--- src/design/kls_pkg.sv ---
// shared types and constants for the streaming k-th largest selector
`default_nettype none

package kls_pkg;

  localparam int VALUE_W = 32;
  localparam int RANK_W  = 5;

  // what one cell hands to the next cell down the chain
  typedef struct packed {
    logic                       ge;     // cell holds a live value not below the new one
    logic                       vld;    // cell holds a live value
    logic signed [VALUE_W-1:0]  value;
  } link_t;

endpackage

`default_nettype wire

--- src/design/kls_if.sv ---
// valid/ready channel interfaces for the input and result streams
`default_nettype none

interface kls_in_if;
  logic                                  valid;
  logic                                  ready;
  logic signed [kls_pkg::VALUE_W-1:0]    value;
  logic                                  last_item;

  modport source (output valid, output value, output last_item, input ready);
  modport sink   (input valid, input value, input last_item, output ready);
endinterface

interface kls_out_if;
  logic                                  valid;
  logic                                  ready;
  logic signed [kls_pkg::VALUE_W-1:0]    kth_value;
  logic                                  short_set;

  modport source (output valid, output kth_value, output short_set, input ready);
  modport sink   (input valid, input kth_value, input short_set, output ready);
endinterface

`default_nettype wire

--- src/design/kls_cell.sv ---
// one compare-and-shift cell of the sorted insertion chain
`default_nettype none

module kls_cell (
  input  wire logic                                clk,
  input  wire logic                                rst_n,
  input  wire logic                                en,
  input  wire logic                                ins,
  input  wire logic                                clr,
  input  wire logic signed [kls_pkg::VALUE_W-1:0]  din,
  input  wire kls_pkg::link_t                      prev,
  output kls_pkg::link_t                           link
);

  logic signed [kls_pkg::VALUE_W-1:0] val_r, val_nxt;
  logic                               vld_r, vld_nxt;
  logic                               effv;
  logic                               ge;

  // entries beyond the current rank count as empty
  assign effv = vld_r && en;
  assign ge   = effv && (val_r >= din);

  assign link.ge    = ge;
  assign link.vld   = effv;
  assign link.value = val_r;

  always_comb begin
    val_nxt = val_r;
    if (ins && prev.ge && !ge) begin
      val_nxt = din;
    end else if (ins && !prev.ge) begin
      val_nxt = prev.value;
    end
  end

  always_comb begin
    vld_nxt = vld_r;
    if (clr) begin
      vld_nxt = 1'b0;
    end else if (ins) begin
      vld_nxt = en && (effv || prev.vld);
    end
  end

  always_ff @(posedge clk) begin
    val_r <= val_nxt;
  end

  always_ff @(posedge clk) begin
    if (!rst_n) begin
      vld_r <= 1'b0;
    end else begin
      vld_r <= vld_nxt;
    end
  end

endmodule

`default_nettype wire

--- src/design/streaming_kth_largest_select.sv ---
// top level of the streaming k-th largest selector
// Takes one signed 32-bit value per beat and keeps the k largest values of the
// current set in a chain of MAX_K compare cells sorted largest first; each beat
// every cell compares its entry with the new value and either keeps it, takes
// the new value, or takes its upper neighbor's entry. After a beat with
// last_item set, once any previous result has been taken, the chain's tail
// (the smallest kept value) is copied into the result register, short_set is
// raised when fewer than k values arrived, and all cells are emptied for the
// next set. New input is held off (in_bus.ready low) until then. rank_k is
// written through cfg_we/cfg_data; the user must write it only while the block
// is idle, which the block itself does not enforce; 0 acts as 1 and values above
// MAX_K act as MAX_K. A lowered rank simply masks the cells beyond it.
`default_nettype none

module streaming_kth_largest_select #(
  parameter int MAX_K = 16
) (
  input  wire logic                          clk,
  input  wire logic                          rst_n,
  input  wire logic                          cfg_we,
  input  wire logic [kls_pkg::RANK_W-1:0]    cfg_data,
  kls_in_if.sink                             in_bus,
  kls_out_if.source                          out_bus
);

  // configuration
  logic [kls_pkg::RANK_W-1:0] rank_r, rank_nxt;

  // report control: pend_r means a set has closed and its result is not yet loaded
  logic                               pend_r, pend_nxt;
  logic                               out_valid_r, out_valid_nxt;
  logic signed [kls_pkg::VALUE_W-1:0] kth_r, kth_nxt;
  logic                               short_r, short_nxt;

  logic ins;
  logic report;

  // chain wiring; link 0 is the virtual head that always wins the compare
  kls_pkg::link_t       links [MAX_K+1];
  logic [MAX_K:0]       cap_en;
  logic [MAX_K:0]       vld_vec;
  logic [MAX_K-1:0]     tail;
  logic [MAX_K-1:0]     cap_end;

  logic signed [kls_pkg::VALUE_W-1:0] tail_value;
  logic                               full;

  assign ins    = in_bus.valid && in_bus.ready;
  assign report = pend_r && (!out_valid_r || out_bus.ready);

  assign in_bus.ready      = !pend_r;
  assign out_bus.valid     = out_valid_r;
  assign out_bus.kth_value = kth_r;
  assign out_bus.short_set = short_r;

  assign links[0].ge    = 1'b1;
  assign links[0].vld   = 1'b1;
  assign links[0].value = '0;

  assign cap_en[MAX_K]  = 1'b0;
  assign vld_vec[MAX_K] = 1'b0;

  for (genvar i = 0; i < MAX_K; i++) begin : g_chain
    // cell i is in use when i < max(rank, 1); MAX_K bounds i already
    if (i == 0) begin : g_head
      assign cap_en[i] = 1'b1;
    end else begin : g_body
      assign cap_en[i] = ({{(32-kls_pkg::RANK_W){1'b0}}, rank_r} > 32'(i));
    end

    kls_cell u_cell (
      .clk   (clk),
      .rst_n (rst_n),
      .en    (cap_en[i]),
      .ins   (ins),
      .clr   (report),
      .din   (in_bus.value),
      .prev  (links[i]),
      .link  (links[i+1])
    );

    assign vld_vec[i] = links[i+1].vld;
    assign tail[i]    = vld_vec[i] && !vld_vec[i+1];
    assign cap_end[i] = cap_en[i] && !cap_en[i+1];
  end

  // the tail is one-hot over live cells, so an and-or mux picks it
  always_comb begin
    tail_value = '0;
    for (int i = 0; i < MAX_K; i++) begin
      tail_value = tail_value | (tail[i] ? links[i+1].value : '0);
    end
  end

  // store is full when the last cell within the rank is live
  assign full = |(vld_vec[MAX_K-1:0] & cap_end);

  always_comb begin
    rank_nxt = rank_r;
    if (cfg_we) begin
      rank_nxt = cfg_data;
    end
  end

  always_comb begin
    pend_nxt      = pend_r;
    out_valid_nxt = out_valid_r;
    kth_nxt       = kth_r;
    short_nxt     = short_r;
    if (out_valid_r && out_bus.ready) begin
      out_valid_nxt = 1'b0;
    end
    if (report) begin
      pend_nxt      = 1'b0;
      out_valid_nxt = 1'b1;
      kth_nxt       = tail_value;
      short_nxt     = !full;
    end else if (ins && in_bus.last_item) begin
      pend_nxt = 1'b1;
    end
  end

  always_ff @(posedge clk) begin
    if (!rst_n) begin
      rank_r      <= kls_pkg::RANK_W'(1);
      pend_r      <= 1'b0;
      out_valid_r <= 1'b0;
    end else begin
      rank_r      <= rank_nxt;
      pend_r      <= pend_nxt;
      out_valid_r <= out_valid_nxt;
    end
  end

  // result payload, no reset needed
  always_ff @(posedge clk) begin
    kth_r   <= kth_nxt;
    short_r <= short_nxt;
  end

  // adjacent live entries must stay in non-increasing order
  logic sorted_ok;
  always_comb begin
    sorted_ok = 1'b1;
    for (int i = 1; i < MAX_K; i++) begin
      if (vld_vec[i] && (links[i+1].value > links[i].value)) begin
        sorted_ok = 1'b0;
      end
    end
  end

  a_rise_needs_report: assert property (@(posedge clk) disable iff (!rst_n)
    $rose(out_valid_r) |-> $past(pend_r))
    else $error("result raised without a closed set");

  a_live_prefix: assert property (@(posedge clk) disable iff (!rst_n)
    ((vld_vec + 1'b1) & vld_vec) == '0)
    else $error("live cells are not a contiguous prefix");

  a_cleared_after_report: assert property (@(posedge clk) disable iff (!rst_n)
    report |=> (vld_vec == '0))
    else $error("chain not emptied after report");

  a_sorted: assert property (@(posedge clk) disable iff (!rst_n)
    sorted_ok)
    else $error("chain out of order");

endmodule

`default_nettype wire

--- src/flat_wrapper.sv ---
// flat-port wrapper written by rule: the top's interface ports become plain ports
module streaming_kth_largest_select_flat 
#(
  parameter int MAX_K = 16
)
  (clk, rst_n, cfg_we, cfg_data, in_bus_valid, in_bus_value, in_bus_last_item, in_bus_ready, out_bus_valid, out_bus_kth_value, out_bus_short_set, out_bus_ready);
  kls_in_if in_bus_i ();
  kls_out_if out_bus_i ();
  input  wire logic clk;
  input  wire logic rst_n;
  input  wire logic cfg_we;
  input  wire logic [kls_pkg::RANK_W-1:0] cfg_data;
  input wire logic [$bits(in_bus_i.valid)-1:0] in_bus_valid;
  input wire logic [$bits(in_bus_i.value)-1:0] in_bus_value;
  input wire logic [$bits(in_bus_i.last_item)-1:0] in_bus_last_item;
  output wire logic [$bits(in_bus_i.ready)-1:0] in_bus_ready;
  output wire logic [$bits(out_bus_i.valid)-1:0] out_bus_valid;
  output wire logic [$bits(out_bus_i.kth_value)-1:0] out_bus_kth_value;
  output wire logic [$bits(out_bus_i.short_set)-1:0] out_bus_short_set;
  input wire logic [$bits(out_bus_i.ready)-1:0] out_bus_ready;
  assign in_bus_i.valid = in_bus_valid;
  assign in_bus_i.value = in_bus_value;
  assign in_bus_i.last_item = in_bus_last_item;
  assign in_bus_ready = in_bus_i.ready;
  assign out_bus_valid = out_bus_i.valid;
  assign out_bus_kth_value = out_bus_i.kth_value;
  assign out_bus_short_set = out_bus_i.short_set;
  assign out_bus_i.ready = out_bus_ready;
  streaming_kth_largest_select #(.MAX_K(MAX_K)) u_core (.clk(clk), .rst_n(rst_n), .cfg_we(cfg_we), .cfg_data(cfg_data), .in_bus(in_bus_i), .out_bus(out_bus_i));
endmodule
--- config.mk ---
export PLATFORM = sky130hd
export DESIGN_NAME = streaming_kth_largest_select_flat
export DESIGN_NICKNAME = d
export VERILOG_FILES = /design/src/design/kls_pkg.sv /design/src/design/kls_if.sv /design/src/design/kls_cell.sv /design/src/design/streaming_kth_largest_select.sv /design/src/flat_wrapper.sv
export SDC_FILE = /design/constraint.sdc
export NUM_CORES = 2
export LEC_CHECK = 0
export BUFFER_PORTS_ARGS = -buffer_cell sky130_fd_sc_hd__buf_2
export CORE_ASPECT_RATIO = 0.8
export CORE_MARGIN = 2
export CORE_UTILIZATION = 55
export DETAILED_ROUTE_END_ITERATION = 6
export GPL_TIMING_DRIVEN = 0
export PLACE_DENSITY = 0.79
export SYNTH_ARGS = -nofsm -noshare
export SYNTH_HDL_FRONTEND = slang
export SYNTH_SLANG_ARGS = --single-unit
export TNS_END_PERCENT = 20
--- constraint.sdc ---
create_clock -name clk -period 13.8 [get_ports clk]
set_input_delay 0 -clock clk [delete_from_list [all_inputs] [get_ports clk]]
set_output_delay 0 -clock clk [all_outputs]
set_load 0.05 [all_outputs]
=== Word-level counts from Yosys, hierarchy flattened ===
Cells that the tools add are included.

* Register bits: 568
* Input bits: 43
* Output and inout port bits: 35

* $lt $le $gt $ge: 31
* Multiplexer cells: 48
* Bitwise gates (word level): 17
* Reduce and logical (&&, ||, !) cells: 207

{| class="wikitable"
|+ Operators by type and width
! kind !! number
|-
| 2-to-1 mux 32 bit || 46
|-
| >= comparator 32 bit || 16
|-
| bitwise OR 32 bit || 15
|-
| logical AND 1 bit || 124
|-
| zero test 1 bit || 49
|-
| > comparator 5 x 4 -> 1 bit, second input constant || 8
|-
| nonzero test 2 bit || 16
|-
| > comparator 5 x 3 -> 1 bit, second input constant || 4
|-
| AND 16 bit || 1
|-
| logical OR 1 bit || 16
|-
| OR reduction 16 bit || 1
|-
| > comparator 5 x 2 -> 1 bit, second input constant || 2
|-
| > comparator 5 x 1 -> 1 bit, second input constant || 1
|-
| 2-to-1 mux 1 bit || 2
|-
| OR reduction 2 bit || 1
|-
| inverter 1 bit || 1
|}

=== Depth between registers and ports, before layout ===
* Word-level depth: 20
* Mapped depth: 13

=== Hierarchy ===
From an unflattened synthesis, not the netlist that was laid out.

* Cell total of the unflattened synthesis: 3,675
* Area total of the unflattened synthesis: 43,852.1 um2

{| class="wikitable"
|+ Modules (own cells, without submodules)
! module !! instances !! cells each !! area an instance (um2) !! seq. area each (um2)
|-
| kls_cell at u_core.g_chain[0].u_cell ... || 15 || 200 || 2,453.6 || 980.9
|-
| streaming_kth_largest_select || 1 || 476 || 4,591.9 || 1,131.1
|-
| kls_cell at u_core.g_chain[1].u_cell || 1 || 199 || 2,456.1 || 980.9
|}

=== Worst setup path after synthesis ===
Ideal clock, no wire load.

* Path kind: input port to flip-flop
* From: input port in_bus_value[23]
* To: register u_core.g_chain[8].u_cell.val_r[0] in the netlist's numbering (enable)
* Data arrival time: 4.442 ns
* Required time: 13.334 ns
* Slack: 8.892 ns
* Cell stages on the path: 10
* Path buffers: 1
* Cell sequence: clkbuf_1 > inv_1 > ha_1 > a21oi_1 > o21ai_0 > a221oi_1 > o211ai_1 > a2111oi_0 > a211oi_1 > o21ai_0

* Cells in the longest elaborated chain, start to end: 5

{| class="wikitable"
|+ RTL lines
! what !! RTL line !! text
|-
| start: declaration || flat_wrapper.sv:14 || <nowiki>input wire logic [$bits(in_bus_i.value)-1:0] in_bus_value;</nowiki>
|-
| >= comparator 32 bit || kls_cell.sv:22 || <nowiki>assign ge = effv && (val_r >= din);</nowiki>
|-
| logical AND 1 bit || kls_cell.sv:22 ||
|-
| logical AND 1 bit (tied with other cells) || kls_cell.sv:30 || <nowiki>if (ins && prev.ge && !ge) begin</nowiki>
|-
| logical AND 1 bit, on equally long branches || kls_cell.sv:30, kls_cell.sv:32 ||
|-
| nonzero test 2 bit (no line) (*) || - ||
|-
| end signal: assignment || kls_cell.sv:47 || <nowiki>val_r <= val_nxt;</nowiki>
|-
| end: declaration || kls_cell.sv:15 || <nowiki>logic signed [kls_pkg::VALUE_W-1:0] val_r, val_nxt;</nowiki>
|}

Mark *: on every way between the ends. The rest lies on a longest branch, timed or not.
A chain may end at the register's enable or synchronous reset.

=== Worst setup path after layout ===
* From: input port in_bus_value[30]
* To: register u_core.g_chain[2].u_cell.val_r[9] in the netlist's numbering (data pin)

* Cells in the longest elaborated chain, start to end: 5

{| class="wikitable"
|+ RTL lines
! what !! RTL line
|-
| >= comparator 32 bit || kls_cell.sv:22
|-
| logical AND 1 bit || kls_cell.sv:22
|-
| logical AND 1 bit / zero test 1 bit (equally long branches) || kls_cell.sv:30
|-
| logical AND 1 bit (*) || kls_cell.sv:30
|-
| 2-to-1 mux 32 bit (*) || kls_cell.sv:30
|-
| net u_core.g_chain[2].u_cell.val_nxt, one bit || kls_cell.sv:15
|-
| end signal: assignment || kls_cell.sv:47
|-
| end: declaration || kls_cell.sv:15
|}

The timed path passes the listed nets; every way through them passes the cells marked *.

==> out/qor.yml <==
worst_pin_slew_ns: 1.225
startpoint_type: "primary input"
rows: 86
drv_slew: 0
power_w: 0.004900
grt_max_degree: 33
holdCritStartpoint: "out_bus_ready"
seq_area_um2: 16830
ys_ff_latch: 568
crit_slowest_cell: "nor4_1"
io_buffers: 76
grt_overflow: 0
hold_depth: 5
cts.htree.levels: 2
powerDensity_nw_per_um2: 115.2
synth_nets: 3670
drive_above_1_share_pct: 21.18
drt_iter0_markers: 5343
synth-edff-count: 545
clk_latency_ns: 0.67
cts_resized: 0
dr.pass1.iters: 7
rsz0062_at_grt: "false"
fillers: 5441
syn_area_per_cell_um2: 12.22
crit_path_end_kind: "flop"
grt_pass1_vias: 29240
synth_warnings: 0
fin_crit_ns: 5.741
path_cells: "dlygate4sd3_1, buf_2, clkbuf_1, inv_1, ha_1, nand4_1, nor4_1, nand3_1, nand2_1, a2111oi_0, o21ai_1, nor2b_1, clkbuf_1, buf_2, mux2_1"
multi_input_area_um2: 20450
drc: 10
finalHoldViolCount: 0
dieWidth_um: 298.1
syn-instance-count: 3115
via_count: 31050
clock_path_buffers: 3
violations: "design-rule violations"
ios: 78
critical_path.max_fanout: 16
dp_cells: 4129
relSlewSlack_pct: 17.59
drt_wl_total_um: 141900
hold_end: "u_core.g_chain[8].u_cell.vld_r"
ys.flop_type: "edfxtp_1"
r2r_end: "u_core.out_bus.kth_value[13]"
syn_area_um2: 38060
crit-reg2reg-launch: "u_core.rank_r[3]"
wl_per_cell_um: 33.06
tns_ns: 0
nets: 3874
finish.utilization_pct: 61.98
fmax_mhz: 174.2
die_h_um: 239.3
core-area_um2: 68650
seq_area_frac_synth_pct: 44.20
die_area_um2: 71340
start_util_pct: 55.45
hold_ws_ns: 0.1439
gr-usage-all-layers_pct: 39.09
place_hpwl_um: 111600
place.gp.congestion: 1.051
numCtsBuffers: 61
final_antenna_net_count: 0
peakVddDrop_mv: 0.09841
antenna_found_initial: 4
synth_cell_types: 70
timing.final.crit_share_pct: 41.60
area_growth_syn_to_layout_pct: 11.79
clkTransAtPathRegs_ns: 0.06
reg2regPathDepth: 9
r2r_slack_ns: 8.73
hold_path.class: "in2reg"
slowest_delay_ns: 1.08
grt_pass1_wl_um: 201100
layout.cells.non_filler: 4293
finalClockSkew_ns: 0.03508
p_leak_nw: 16.76
status: "complete, but fails checks"
root_buffer: "clkbuf_16"
setup_viol: 0
cts_tree: "yes"
criticalPathCategory: "in2reg"
arrival_ns: 6.15
required_ns: 14.21
synthArstFlopShare_pct: 0
max_cap_violations: 0
clkSinkCount: 568
via_per_inst: 7.232
==> metal layers <==
metal / vias up / global-route usage, % / part of all wire, %
met2: 2659 / 54.00 / 39
met1: 15090 / 55.12 / 39
met4: 2 / 13.81 / 4.1
met5: - / 0 / 0.0099
met3: 333 / 15.59 / 18
li1: 12970 / - / -
==> power breakdown <==
| group | internal (W) | leakage [nW] | switching, W |
|---|---|---|---|
| clock | 0.000927 | 0.949 | 0.000728 |
| combinational | 0.000377 | 10.3 | 0.000534 |
| sequential | 0.00212 | 5.53 | 0.000219 |
==> kinds of logic after synthesis <==
group           after synthesis  synth area share [%]
compound gates              706                 12.67
simple gates                620                 8.336
flops                       568                 44.20
fa+ha+maj                   512                 16.83
mux                         492                 15.41
buf+inv                     213                 2.462
xor+xnor                      4               0.09206
==> cells in the mapped netlist (all sizes together) (36+ instances only) <==
cell type | n | share of area (%)
edfxtp | 545 | 43
ha | 512 | 17
mux2 | 481 | 15
a21oi | 215 | 2.8
nand2 | 171 | 1.7
nand4 | 120 | 2.0
clkbuf | 104 | 1.0
a22oi | 103 | 2.0
nand3 | 89 | 1.2
nor2 | 88 | 0.87
o21ai | 83 | 1.1
inv | 61 | 0.60
a21o | 50 | 0.99
a222oi | 48 | 1.3
buf | 48 | 0.83
a221oi | 39 | 0.90
nor2b | 36 | 0.59
==> stage by stage <==
stage	setup WS [ns]	instance area (um^2)
global route	8.045	42550
floorplan	8.892	38060
CTS	8.352	42540
global placement	5.969	39600
detailed placement	8.296	40100
finish	8.059	42550
==> placed cells by master, fill, tap and decap left out, types with 12 or more instances in the layout <==
cell             n
a211oi_1        33
a21o_1          49
a21oi_1        211
a221oi_1        39
a222oi_1        48
a22o_1          32
a22oi_1        103
and2_1          12
buf_2          105
clkbuf_1       122
clkbuf_16       64
dfxtp_1         23
dlygate4sd3_1   50
edfxtp_1       545
ha_1           512
inv_1           60
mux2_2         382
mux2_4          90
nand2_1        169
nand3_1         89
nand4_1        120
nor2_1          87
nor2b_1         36
nor3_1          25
nor4_1          19
o211ai_1        26
o21ai_0         73
==> final cells by class <==
cell class,count,share of cell area (%)
well taps,924,2.717
clock buffers,88,4.093
diodes,2,0.01176
clock inverters,23,0.4675
multi-input cells,2334,48.05
flip-flops and latches,568,39.54
inverters,61,0.5381
plain buffers,152,1.667
repair buffers,141,2.911
==> flip-flops by register name (all words and copies together) (netlist names) <==
signal,flops
u_core.out_bus.valid,1
u_core.g_chain.u_cell.val_r,512
u_core.out_bus.kth_value,32
u_core.g_chain.u_cell.vld_r,16
u_core.rank_r,5
u_core.out_bus.short_set,1
u_core.pend_r,1
==> worst max-delay path: cells and delay by family <==
family,cells,cell delay [ns]
mux,1,0.37
simple gates,5,1.91
buf+inv,6,2.66
compound gates,2,0.65
fa+ha+maj,1,0.53
==> repair_timing <==
action,in CTS,in global routing
endpoints found under the hold margin,232,0
hold buffers,50,0
setup buffers,0,0
==> worst max path at each step <==
| stage | slack (ns) | cells after the start | from | endpoint |
|---|---|---|---|---|
| after floorplan | 8.89 | 10 | in_bus_value[23] | u_core.g_chain[8].u_cell.val_r[0] |
| after global placement | 5.97 | 10 | in_bus_value[19] | u_core.g_chain[1].u_cell.val_r[5] |
| after detailed placement | 8.30 | 13 | in_bus_value[29] | u_core.g_chain[1].u_cell.val_r[16] |
| after CTS | 8.35 | 14 | in_bus_value[29] | u_core.g_chain[1].u_cell.val_r[18] |
| after global routing | 8.05 | 15 | in_bus_value[19] | u_core.g_chain[2].u_cell.val_r[25] |
| final | 8.06 | 15 | in_bus_value[30] | u_core.g_chain[2].u_cell.val_r[9] |
Power figures use the tool's default switching activity.
